--- src/design/kgsc_pkg.sv ---
// ----------------------------------------------------------------------------
// kgsc_pkg
// types and constants shared by the keyed grid shift cipher modules
// ----------------------------------------------------------------------------
package kgsc_pkg;

  localparam int LETTER_COUNT    = 26;
  localparam int MAX_KEY_LETTERS = 26;
  localparam int LETTER_W        = 5;
  localparam int CHAR_W          = 8;
  localparam int KEY_LEN_W       = 5;
  localparam int KEY_WIDE_W      = 60;
  localparam int KEY_HIGH_W      = 10;
  localparam int CFG_DATA_W      = 60;
  localparam int CFG_INDEX_W     = 2;
  localparam int QUEUE_DEPTH     = 2;
  localparam int QUEUE_PTR_W     = $clog2(QUEUE_DEPTH);
  localparam int QUEUE_CNT_W     = $clog2(QUEUE_DEPTH + 1);

  localparam logic [CHAR_W-1:0] LOWER_A = 8'h61;
  localparam logic [CHAR_W-1:0] LOWER_Z = 8'h7a;

  localparam logic CMD_ENCRYPT = 1'b0;
  localparam logic CMD_DECRYPT = 1'b1;

  // shift rule on alphabet positions
  localparam logic [LETTER_W-1:0] LAST_POS  = 5'd25;
  localparam logic [LETTER_W-1:0] WRAP_SPAN = 5'd20;
  localparam logic [LETTER_W-1:0] SHIFT     = 5'd5;

  typedef enum logic [CFG_INDEX_W-1:0] {
    REG_KEY_LENGTH,
    REG_KEY_LOW,
    REG_KEY_MID,
    REG_KEY_HIGH
  } cfg_reg_t;

  typedef logic [LETTER_W-1:0] letter_t;
  typedef letter_t [LETTER_COUNT-1:0] letter_tab_t;

  typedef struct packed {
    logic              cmd;
    logic              is_letter;
    logic [CHAR_W-1:0] ch;
    letter_t           pos;
  } kgsc_item_t;

  typedef struct packed {
    logic empty;
    logic full;
  } queue_status_t;

endpackage

--- src/design/keyed_grid_shift_cipher_unit.sv ---
// ----------------------------------------------------------------------------
// keyed_grid_shift_cipher_unit
// keyed-alphabet substitution of one byte per beat, encrypt or decrypt
// ----------------------------------------------------------------------------
// request channel: req_valid / req_stall with cmd and char_in per beat.
// response channel: rsp_valid / rsp_stall with char_out, one per request,
// in request order. non-lowercase bytes come back unchanged.
// configuration: cfg_we writes cfg_data into register cfg_index (key length,
// low, mid, high key letter words). write only while no beat is in flight.
// each write restarts the alphabet build: req_stall stays high while the
// key phase walks the key letters (length capped at 26) and the fill phase
// walks a..z. reset clears the key registers and runs the same build.
// a taken beat goes into the queue, then is popped into the response
// register for char_out. one beat per cycle while req_stall is low;
// lookup is a table read per stage. when the receiver stalls, the response
// register holds and a two-entry queue absorbs beats before req_stall rises.
// ----------------------------------------------------------------------------
module keyed_grid_shift_cipher_unit (
  input  logic                             clk,
  input  logic                             rst,
  input  logic                             req_valid,
  output logic                             req_stall,
  input  logic                             cmd,
  input  logic [kgsc_pkg::CHAR_W-1:0]      char_in,
  output logic                             rsp_valid,
  input  logic                             rsp_stall,
  output logic [kgsc_pkg::CHAR_W-1:0]      char_out,
  input  logic                             cfg_we,
  input  logic [kgsc_pkg::CFG_INDEX_W-1:0] cfg_index,
  input  logic [kgsc_pkg::CFG_DATA_W-1:0]  cfg_data
);
  import kgsc_pkg::*;

  logic          busy;
  letter_tab_t   alpha_tab;
  letter_tab_t   pos_tab;
  queue_status_t q_stat;
  kgsc_item_t    push_item;
  kgsc_item_t    head;
  logic          push;
  logic          pop;

  kgsc_keytab u_keytab (
    .clk       (clk),
    .rst       (rst),
    .cfg_we    (cfg_we),
    .cfg_index (cfg_index),
    .cfg_data  (cfg_data),
    .busy      (busy),
    .alpha_tab (alpha_tab),
    .pos_tab   (pos_tab)
  );

  kgsc_front u_front (
    .req_valid (req_valid),
    .req_stall (req_stall),
    .cmd       (cmd),
    .char_in   (char_in),
    .busy      (busy),
    .q_stat    (q_stat),
    .pos_tab   (pos_tab),
    .push      (push),
    .item      (push_item)
  );

  kgsc_queue u_queue (
    .clk       (clk),
    .rst       (rst),
    .push      (push),
    .push_item (push_item),
    .pop       (pop),
    .head      (head),
    .q_stat    (q_stat)
  );

  kgsc_back u_back (
    .clk       (clk),
    .rst       (rst),
    .q_stat    (q_stat),
    .head      (head),
    .alpha_tab (alpha_tab),
    .pop       (pop),
    .rsp_valid (rsp_valid),
    .rsp_stall (rsp_stall),
    .char_out  (char_out)
  );

endmodule

--- src/design/kgsc_keytab.sv ---
// ----------------------------------------------------------------------------
// kgsc_keytab
// key registers and the sequencer that builds the keyed alphabet tables
// ----------------------------------------------------------------------------
module kgsc_keytab (
  input  logic                             clk,
  input  logic                             rst,
  input  logic                             cfg_we,
  input  logic [kgsc_pkg::CFG_INDEX_W-1:0] cfg_index,
  input  logic [kgsc_pkg::CFG_DATA_W-1:0]  cfg_data,
  output logic                             busy,
  output kgsc_pkg::letter_tab_t            alpha_tab,
  output kgsc_pkg::letter_tab_t            pos_tab
);
  import kgsc_pkg::*;

  typedef enum logic [1:0] {S_IDLE, S_KEY, S_FILL} state_t;

  logic [KEY_LEN_W-1:0]    key_length;
  logic [KEY_WIDE_W-1:0]   key_low;
  logic [KEY_WIDE_W-1:0]   key_mid;
  logic [KEY_HIGH_W-1:0]   key_high;

  state_t                  state;
  letter_t                 idx;
  logic [LETTER_W-1:0]     count;
  logic [LETTER_COUNT-1:0] used;

  letter_tab_t             key_tab;
  logic [KEY_LEN_W-1:0]    limit;
  letter_t                 cand;
  logic                    cand_ok;
  logic                    in_key;
  logic                    take;

  always_ff @(posedge clk) begin
    if (rst) begin
      key_length <= '0;
      key_low    <= '0;
      key_mid    <= '0;
      key_high   <= '0;
    end else if (cfg_we) begin
      unique case (cfg_reg_t'(cfg_index))
        REG_KEY_LENGTH: key_length <= cfg_data[KEY_LEN_W-1:0];
        REG_KEY_LOW:    key_low    <= cfg_data[KEY_WIDE_W-1:0];
        REG_KEY_MID:    key_mid    <= cfg_data[KEY_WIDE_W-1:0];
        REG_KEY_HIGH:   key_high   <= cfg_data[KEY_HIGH_W-1:0];
      endcase
    end
  end

  assign key_tab = {key_high, key_mid, key_low};
  assign limit   = (key_length > KEY_LEN_W'(MAX_KEY_LETTERS)) ?
                   KEY_LEN_W'(MAX_KEY_LETTERS) : key_length;

  // key phase walks the key letters, fill phase walks a..z
  always_comb begin
    cand    = (state == S_KEY) ? key_tab[idx] : idx;
    cand_ok = (cand < LETTER_W'(LETTER_COUNT)) && !used[cand];
    in_key  = (state == S_KEY) && (idx < limit);
    take    = (in_key || (state == S_FILL)) && cand_ok;
  end

  always_ff @(posedge clk) begin
    if (rst || cfg_we) begin
      state <= S_KEY;
      idx   <= '0;
      count <= '0;
      used  <= '0;
    end else begin
      unique case (state)
        S_IDLE: ;
        S_KEY: begin
          if (idx < limit) begin
            idx <= idx + 1'b1;
          end else begin
            state <= S_FILL;
            idx   <= '0;
          end
        end
        S_FILL: begin
          if (idx == LETTER_W'(LETTER_COUNT - 1)) begin
            state <= S_IDLE;
          end else begin
            idx <= idx + 1'b1;
          end
        end
        default: state <= S_IDLE;
      endcase
      if (take) begin
        used[cand] <= 1'b1;
        count      <= count + 1'b1;
      end
    end
    if (take) begin
      alpha_tab[count] <= cand;
      pos_tab[cand]    <= count;
    end
  end

  assign busy = (state != S_IDLE);

endmodule

--- src/design/kgsc_front.sv ---
// ----------------------------------------------------------------------------
// kgsc_front
// accepts request beats, classifies the byte and looks up its key position
// ----------------------------------------------------------------------------
module kgsc_front (
  input  logic                        req_valid,
  output logic                        req_stall,
  input  logic                        cmd,
  input  logic [kgsc_pkg::CHAR_W-1:0] char_in,
  input  logic                        busy,
  input  kgsc_pkg::queue_status_t     q_stat,
  input  kgsc_pkg::letter_tab_t       pos_tab,
  output logic                        push,
  output kgsc_pkg::kgsc_item_t        item
);
  import kgsc_pkg::*;

  logic    is_lower;
  letter_t letter;

  always_comb begin
    is_lower       = (char_in >= LOWER_A) && (char_in <= LOWER_Z);
    letter         = is_lower ? LETTER_W'(char_in - LOWER_A) : '0;
    item.cmd       = cmd;
    item.is_letter = is_lower;
    item.ch        = char_in;
    item.pos       = pos_tab[letter];
  end

  assign req_stall = busy || q_stat.full;
  assign push      = req_valid && !req_stall;

endmodule

--- src/design/kgsc_queue.sv ---
// ----------------------------------------------------------------------------
// kgsc_queue
// short fifo between the classifying front and the substituting back
// ----------------------------------------------------------------------------
module kgsc_queue (
  input  logic                    clk,
  input  logic                    rst,
  input  logic                    push,
  input  kgsc_pkg::kgsc_item_t    push_item,
  input  logic                    pop,
  output kgsc_pkg::kgsc_item_t    head,
  output kgsc_pkg::queue_status_t q_stat
);
  import kgsc_pkg::*;

  kgsc_item_t             entries [QUEUE_DEPTH];
  logic [QUEUE_PTR_W-1:0] wr_ptr;
  logic [QUEUE_PTR_W-1:0] rd_ptr;
  logic [QUEUE_CNT_W-1:0] cnt;

  always_ff @(posedge clk) begin
    if (rst) begin
      wr_ptr <= '0;
      rd_ptr <= '0;
      cnt    <= '0;
    end else begin
      if (push) begin
        wr_ptr <= wr_ptr + 1'b1;
      end
      if (pop) begin
        rd_ptr <= rd_ptr + 1'b1;
      end
      unique case ({push, pop})
        2'b10:   cnt <= cnt + 1'b1;
        2'b01:   cnt <= cnt - 1'b1;
        default: cnt <= cnt;
      endcase
    end
    if (push) begin
      entries[wr_ptr] <= push_item;
    end
  end

  assign head         = entries[rd_ptr];
  assign q_stat.empty = (cnt == '0);
  assign q_stat.full  = (cnt == QUEUE_CNT_W'(QUEUE_DEPTH));

endmodule

--- src/design/kgsc_back.sv ---
// ----------------------------------------------------------------------------
// kgsc_back
// applies the position shift, maps back through the alphabet, holds result
// ----------------------------------------------------------------------------
module kgsc_back (
  input  logic                        clk,
  input  logic                        rst,
  input  kgsc_pkg::queue_status_t     q_stat,
  input  kgsc_pkg::kgsc_item_t        head,
  input  kgsc_pkg::letter_tab_t       alpha_tab,
  output logic                        pop,
  output logic                        rsp_valid,
  input  logic                        rsp_stall,
  output logic [kgsc_pkg::CHAR_W-1:0] char_out
);
  import kgsc_pkg::*;

  letter_t           q;
  logic [CHAR_W-1:0] result;

  always_comb begin
    if (head.cmd == CMD_ENCRYPT) begin
      priority if (head.pos == LAST_POS) begin
        q = '0;
      end else if (head.pos > WRAP_SPAN) begin
        q = head.pos - WRAP_SPAN;
      end else begin
        q = head.pos + SHIFT;
      end
    end else begin
      priority if (head.pos == '0) begin
        q = LAST_POS;
      end else if (head.pos < SHIFT) begin
        q = head.pos + WRAP_SPAN;
      end else begin
        q = head.pos - SHIFT;
      end
    end
    result = head.is_letter ? CHAR_W'(LOWER_A + CHAR_W'(alpha_tab[q])) : head.ch;
  end

  assign pop = !q_stat.empty && (!rsp_valid || !rsp_stall);

  always_ff @(posedge clk) begin
    if (rst) begin
      rsp_valid <= 1'b0;
    end else if (pop) begin
      rsp_valid <= 1'b1;
    end else if (!rsp_stall) begin
      rsp_valid <= 1'b0;
    end
    if (pop) begin
      char_out <= result;
    end
  end

endmodule

--- config.mk ---
export PLATFORM = sky130hd
export DESIGN_NAME = keyed_grid_shift_cipher_unit
export DESIGN_NICKNAME = d
export VERILOG_FILES = /design/src/design/kgsc_pkg.sv /design/src/design/keyed_grid_shift_cipher_unit.sv /design/src/design/kgsc_keytab.sv /design/src/design/kgsc_front.sv /design/src/design/kgsc_queue.sv /design/src/design/kgsc_back.sv
export SDC_FILE = /design/constraint.sdc
export NUM_CORES = 1
export LEC_CHECK = 0
export ABC_AREA = 1
export BUFFER_PORTS_ARGS = -buffer_cell sky130_fd_sc_hd__buf_2
export CAP_MARGIN = 15
export CORE_MARGIN = 1
export CORE_UTILIZATION = 40
export CTS_BUF_LIST = sky130_fd_sc_hd__clkbuf_4 sky130_fd_sc_hd__clkbuf_8 sky130_fd_sc_hd__clkbuf_16
export CTS_CLUSTER_SIZE = 28
export DETAILED_ROUTE_END_ITERATION = 8
export HOLD_SLACK_MARGIN = 0.08
export PLACE_DENSITY = 0.61
export SETUP_SLACK_MARGIN = 0.15
export SYNTH_ARGS = -nofsm -noshare
export SYNTH_HDL_FRONTEND = slang
export SYNTH_HIERARCHICAL = 1
export SYNTH_SLANG_ARGS = --single-unit
--- constraint.sdc ---
create_clock -name clk -period 5.8 [get_ports clk]
set_input_delay 0.58 -clock clk [delete_from_list [all_inputs] [get_ports clk]]
set_output_delay 0.58 -clock clk [all_outputs]
set_load 0.005 [all_outputs]
After elaboration in Yosys (flattened, before gate mapping). Memory sizes are Yosys's and may differ from the RTL's. A register that Yosys moved wholly into a read port is not among the register bits. Index checks and enable logic that the tools add are counted.

Bits in registers: 446. Bits in writable memories: 30. Input bits: 76. Output and inout bits: 10. Logic and storage cells: 176. Memories kept: 1.

Memories: u_queue.entries (words 2, width 15, rd ports 1, clocked after Yosys merged registers in 1, write ports 1, RTL line kgsc_queue.sv:16) `kgsc_item_t entries [QUEUE_DEPTH];`.

$add $sub $neg: 12. Order comparisons: 14. Eq/ne operators: 14. Muxes and demuxes: 38. Bitwise operators: 2. Reduce and logical (&&, ||, !) cells: 30.

Operators with widths (number): bitwise mux 130 bit (2); binary-select mux 5 bit (select 5 bit) (3); 2-to-1 mux 5 bit (15); demux 5 bit (select 5 bit) (2); < comparator 5 x 6 -> 1 bit (second input constant) (5); bitwise OR 26 bit (1); adder 5 x 1 -> 5 bit (second input constant) (2); == test 2 bit (second input constant) (5); == test 5 bit (second input constant) (2); >= comparator 5 x 1 -> 1 bit (second input constant) (2); > comparator 5 bit (second input constant) (2); one-hot mux 5 bit (2 select lines) (1); AND reduction 2 bit (5); adder 7 x 5 -> 8 bit (first input constant) (1); >= comparator 8 x 7 -> 1 bit (second input constant) (1); <= comparator 8 x 7 -> 1 bit (second input constant) (1); logical AND 1 bit (8); 2-to-1 mux 1 bit (8); 2-to-1 mux 8 bit (1); == test 2 x 1 -> 1 bit (second input constant) (3); zero test 2 bit (3); inequality test 2 bit (second input constant) (3); one-hot mux 2 bit (3 select lines) (1); nonzero test 2 bit (3); 21 further kinds (30).

Depth between registers and ports, before layout.
Depth in word-level cells: 8. Mapped depth: 24. Mapped depth without buffers: 21.

Modules after synthesis. Netlist, hierarchy kept.

Modules (own cells, without submodules): kgsc_keytab (instances 1, cells each 1554, area each 16445.8 um2, sequential area each 11270.8 um2); kgsc_back (instances 1, cells each 434, area each 2387.3 um2, sequential area each 260.2 um2); kgsc_front (instances 1, cells each 450, area each 2084.5 um2, sequential area each 0.0 um2); kgsc_queue (instances 1, cells each 80, area each 1363.8 um2, sequential area each 1001.0 um2).

Worst setup path after synthesis. Ideal clock, no wire load.

Path type: reg-to-reg. From: reg with a tool-made name. To: reg u_back/char_out[4] (netlist name) (data pin). Setup time: 253 ps. Arrival: 2901 ps. Required time: 5547 ps. Setup slack: 2646 ps. Stages on the path, launching flop included: 24. Buffers on the path: 4. Clock period less this slack: 3154 ps. Path through: dfxtp_1 > buf_6 > buf_12 > mux2_4 > inv_1 > ha_1 > nand2_1 > nand3_4 > inv_2 > nand2_1 > nand3_1 > nand2_1 > buf_4 > buf_2 > nand3_1 > nand3_1 > nand3_1 > nand3_1 > nand2_1 > ha_1 > nand3_1 > nand2_1 > nand3_1 > nand2_1.

RTL lines: end signal, assigned (RTL line kgsc_back.sv:53) `char_out <= result;`; end, declared (RTL line kgsc_back.sv:14) `output logic [kgsc_pkg::CHAR_W-1:0] char_out`.

Worst setup path in the final report.
From: reg u_keytab.idx[0]. To: reg u_keytab/alpha_tab[46] (netlist name) (enable).

Cells in the longest elaborated chain, start to end: 8. Elaborated cells between the ends (all ways): 12. Classes of those cells: order compare: 2; mux: 5; reduce/logical: 5.

Ends and longest elaborated chain: start, declared (RTL line kgsc_keytab.sv:25) `letter_t idx;`; start signal, assigned (RTL line kgsc_keytab.sv:75) `idx <= idx + 1'b1;`; start signal, assigned (RTL line kgsc_keytab.sv:85) `idx <= idx + 1'b1;`; binary-select mux 5 bit (select 5 bit) (RTL line kgsc_keytab.sv:58) `cand = (state == S_KEY) ? key_tab[idx] : idx;`; 2-to-1 mux 5 bit (implied by the code) (RTL line kgsc_keytab.sv:58); 2-to-1 mux 5 bit (RTL line kgsc_keytab.sv:58); binary-select mux 1 bit (select 5 bit) (RTL line kgsc_keytab.sv:59) `cand_ok = (cand < LETTER_W'(LETTER_COUNT)) && !used[cand];`; 2-to-1 mux 1 bit (implied by the code) (RTL line kgsc_keytab.sv:59); zero test 1 bit (RTL line kgsc_keytab.sv:59); logical AND 1 bit (RTL line kgsc_keytab.sv:59); logical AND 1 bit (*) (RTL line kgsc_keytab.sv:61) `take = (in_key || (state == S_FILL)) && cand_ok;`; end signal, assigned by index (RTL line kgsc_keytab.sv:96) `alpha_tab[count] <= cand;`; end, declared (RTL line kgsc_keytab.sv:12) `output kgsc_pkg::letter_tab_t alpha_tab,`.

Mark *: on every way between the ends. The rest lies on a longest branch, timed or not. The select of a mux whose other input is x is not followed. A chain may end at the register's enable or synchronous reset.

==> results.toml <==
[clock_tree]
holdBufCountCts = 0
cts.repair.resized = 0
clk_pin_slew_worst_paths_ps = 60
htree_num_levels = 2
cts_tree = "yes"
cts_sinks = 477
root_buffer = "clkbuf_16"
clk_path_buf_depth = 3
post_cts_buffers = 0
numCtsBuffers = 52
insertion_delay_ps = 620

[routing]
viasPerCell = 5.11
drc = 1
dr.first_iter.drc_count = 1504
ant_nets = 0
drt_wl_total_mm = 57.1
dr.pass1.iters = 8
wire_per_inst_um = 17.1
num_vias = 17000

[power]
powerDensity_nw_per_um2 = 366
total_power_uw = 9090
leakage_uw = 0.0100
peakVddDrop_mv = 0.236

[worst_hold_path]
hold_path_class = "in2reg"

[floorplanning]
die_w_um = 238
io_pins = 86
rows = 86
dieArea_um2 = 56700
die_y_um = 238
core_area_um2 = 55100
start_util_pct = 40.4

[placement]
portBuffers = 85
dp_slack_ps = 1010
placed_area_um2 = 23000
dpl.hpwl_mm = 37.4
globalplace.congestion = 0.876

[logic_synthesis]
yosysWarnings = 6
synth_fp_nets = 2618
yosys.area.top_type_share_pct = 40.2
synth_area_um2 = 22300
ys_seq_area_share_pct = 56.2
synth_area_leader_cell = "edfxtp_1"
ys_ff_latch = 477
syn_inst = 2518
synth_edf_count = 298
syn_area_per_cell_um2 = 8.85
synthTopCellsByArea = "edfxtp_1 40%, dfxtp_1 16%, nand2_1 8.1%"
async_flop_share_pct = 0
synthFlopType = "edfxtp_1"
ys_types = 51

[status]
status = "finished, violations left"
violations = "design-rule violations"

[final_layout]
nets = 2641
area_growth_pct = 11.5
design_area_um2 = 24800
drive_above_1_share_pct = 11.4

[sta]
finalSetupTns_ps = 0
fin_crit_sh_pct = 83.1
clock_skew_ps = 28.4
final_hold_viol_count = 0
fmax_mhz = 207
fin_ws_ps = 978
setup_viol = 0
fin_crit_ps = 4820
timing.slew.headroom_pct = 25.1
rsz0062_at_grt = "false"
maxSlewViolCount = 0
worst_pin_slew_ps = 1120

[global_routing]
grt-ovfl-total = 0
antenna_found_initial = 1
grt_pass1_wl_mm = 91.0
grt_max_degree = 121
track_usage_pct = 20.3
grt_pass1_vias = 16500

[critical_path]
crit_path_end_kind = "flip-flop"
cp-start-kind = "flip-flop"
worst-path-max-fanout = 59
worst-setup-path-type = "reg2reg"
cp_data_arrival_time_ps = 5080
critPathRequiredTime_ps = 6060

[job]
cap_violations = 0
[registers in the layout (all words and copies together), names as in the netlist, 2 cells and up, named ones only]
name                 flops
u_keytab/state           2
u_queue/entries         30
u_keytab/key_length      5
u_keytab/count           5
u_keytab/pos_tab       130
u_keytab/alpha_tab     130
u_keytab/key_low        60
u_keytab/key_mid        60
u_keytab/used           26
u_keytab/idx             5
u_back/char_out          8
u_keytab/key_high       10
u_queue/cnt              2
[cell usage in the layout, fill, tap and decap left out, drive strengths merged, types with 15 or more instances in the layout]
cell type | netlist | layout
clkbuf | 52 | 64
ha | 24 | 24
edfxtp | 298 | 298
inv | 293 | 296
nand2 | 496 | 496
nand3 | 315 | 315
o211ai | 23 | 23
nor2 | 321 | 321
mux2 | 15 | 15
a21oi | 141 | 141
o21ai | 184 | 184
clkinv | 1 | 22
nand4 | 24 | 24
buf | 88 | 109
or2 | 16 | 16
dfxtp | 179 | 179
[synthesized netlist by cell type, types with 10 or more instances]
cell	number
buf_6	21
a21oi_1	140
o211ai_1	23
nand2_1	481
o21ai_0	171
inv_2	13
mux2_4	10
buf_2	37
clkbuf_1	52
o21bai_1	10
inv_1	279
buf_4	26
ha_1	24
nand3_1	305
nor2_1	312
nand2_2	11
dfxtp_1	179
edfxtp_1	298
nand4_1	22
o21ai_1	13
[layout make-up]
type | count | area [µm²]
tap | 748 | 936
inverter | 294 | 1110
antenna | 1 | 2.50
clock buffer | 64 | 1440
clock inverter | 34 | 393
fill | 5377 | 30200
sequential | 477 | 12500
timing repair buffer | 109 | 618
multi-input combinational | 1607 | 7810
[metal layers]
layer	global-route usage [%]	wire length [µm]	up-vias
met3	3.12	3430	100
met1	27.4	25400	8066
li1	-	-	8370
met4	7.46	1700	0
met2	33.0	26600	512
met5	0	0	-
[metrics by stage]
stage / hold slack [ps] / utilization (%) / std cells
after global placement: 435 / 41.7 / 3233
after CTS: 146 / 45.1 / 3332
after global routing: 177 / 45.1 / 3334
after detailed placement: 439 / 41.7 / 3234
after floorplan: 420 / - / 2518
final: 185 / 45.1 / 3334
[logic make-up (layout without fill, tap and decap cells)]
group / Yosys count / in the layout / share of synthesized area, %
AOI/OAI and AO/OA: 372 / 372 / 8.96
and+or+nand+nor: 1186 / 1186 / 23.3
muxes: 15 / 15 / 0.927
xor gates and xnor gates: 10 / 10 / 0.427
DFF: 477 / 477 / 56.2
buffers and inverters: 434 / 501 / 8.75
other: 0 / 1 / 0
adders and majority gates: 24 / 24 / 1.35
[power by group]
part / leakage (µW) / internal [µW] / switching, µW
Clock: 0.000916 / 2080 / 1380
Sequential: 0.00419 / 3790 / 65.9
Combinational: 0.00491 / 516 / 1260
Total: 0.0100 / 6390 / 2710
[worst max-delay path, cell delays in order (launching register included)]
cell and delay (ps):
dfxtp_4 730, buf_4 390, nand2_1 80, nand2_1 70, nand3_1 60, nand3_1 110
nand2_1 80, nand2_1 360, nand3_4 550, nand2_1 200, nand2_1 70, nand2_1 60
nand2_1 70, nand2_1 70, nand2_1 80, nor2_4 390, nand2_4 230, clkinv_2 200
nand2_2 190, nor2_1 400
[path summary, 6_finish.rpt]
path                              from                     end  slack, ps  cells after the start
setup / recovery       u_keytab/idx[0]  u_keytab/alpha_tab[46]        980                     19
hold / removal              char_in[5]  u_queue/entries[1][10]        190                      1
hold reg to reg   u_keytab/key_low[47]    u_keytab/key_low[47]        450                      2
setup reg to reg       u_keytab/idx[0]  u_keytab/alpha_tab[46]        980                     19
Power figures use the tool's default switching activity.
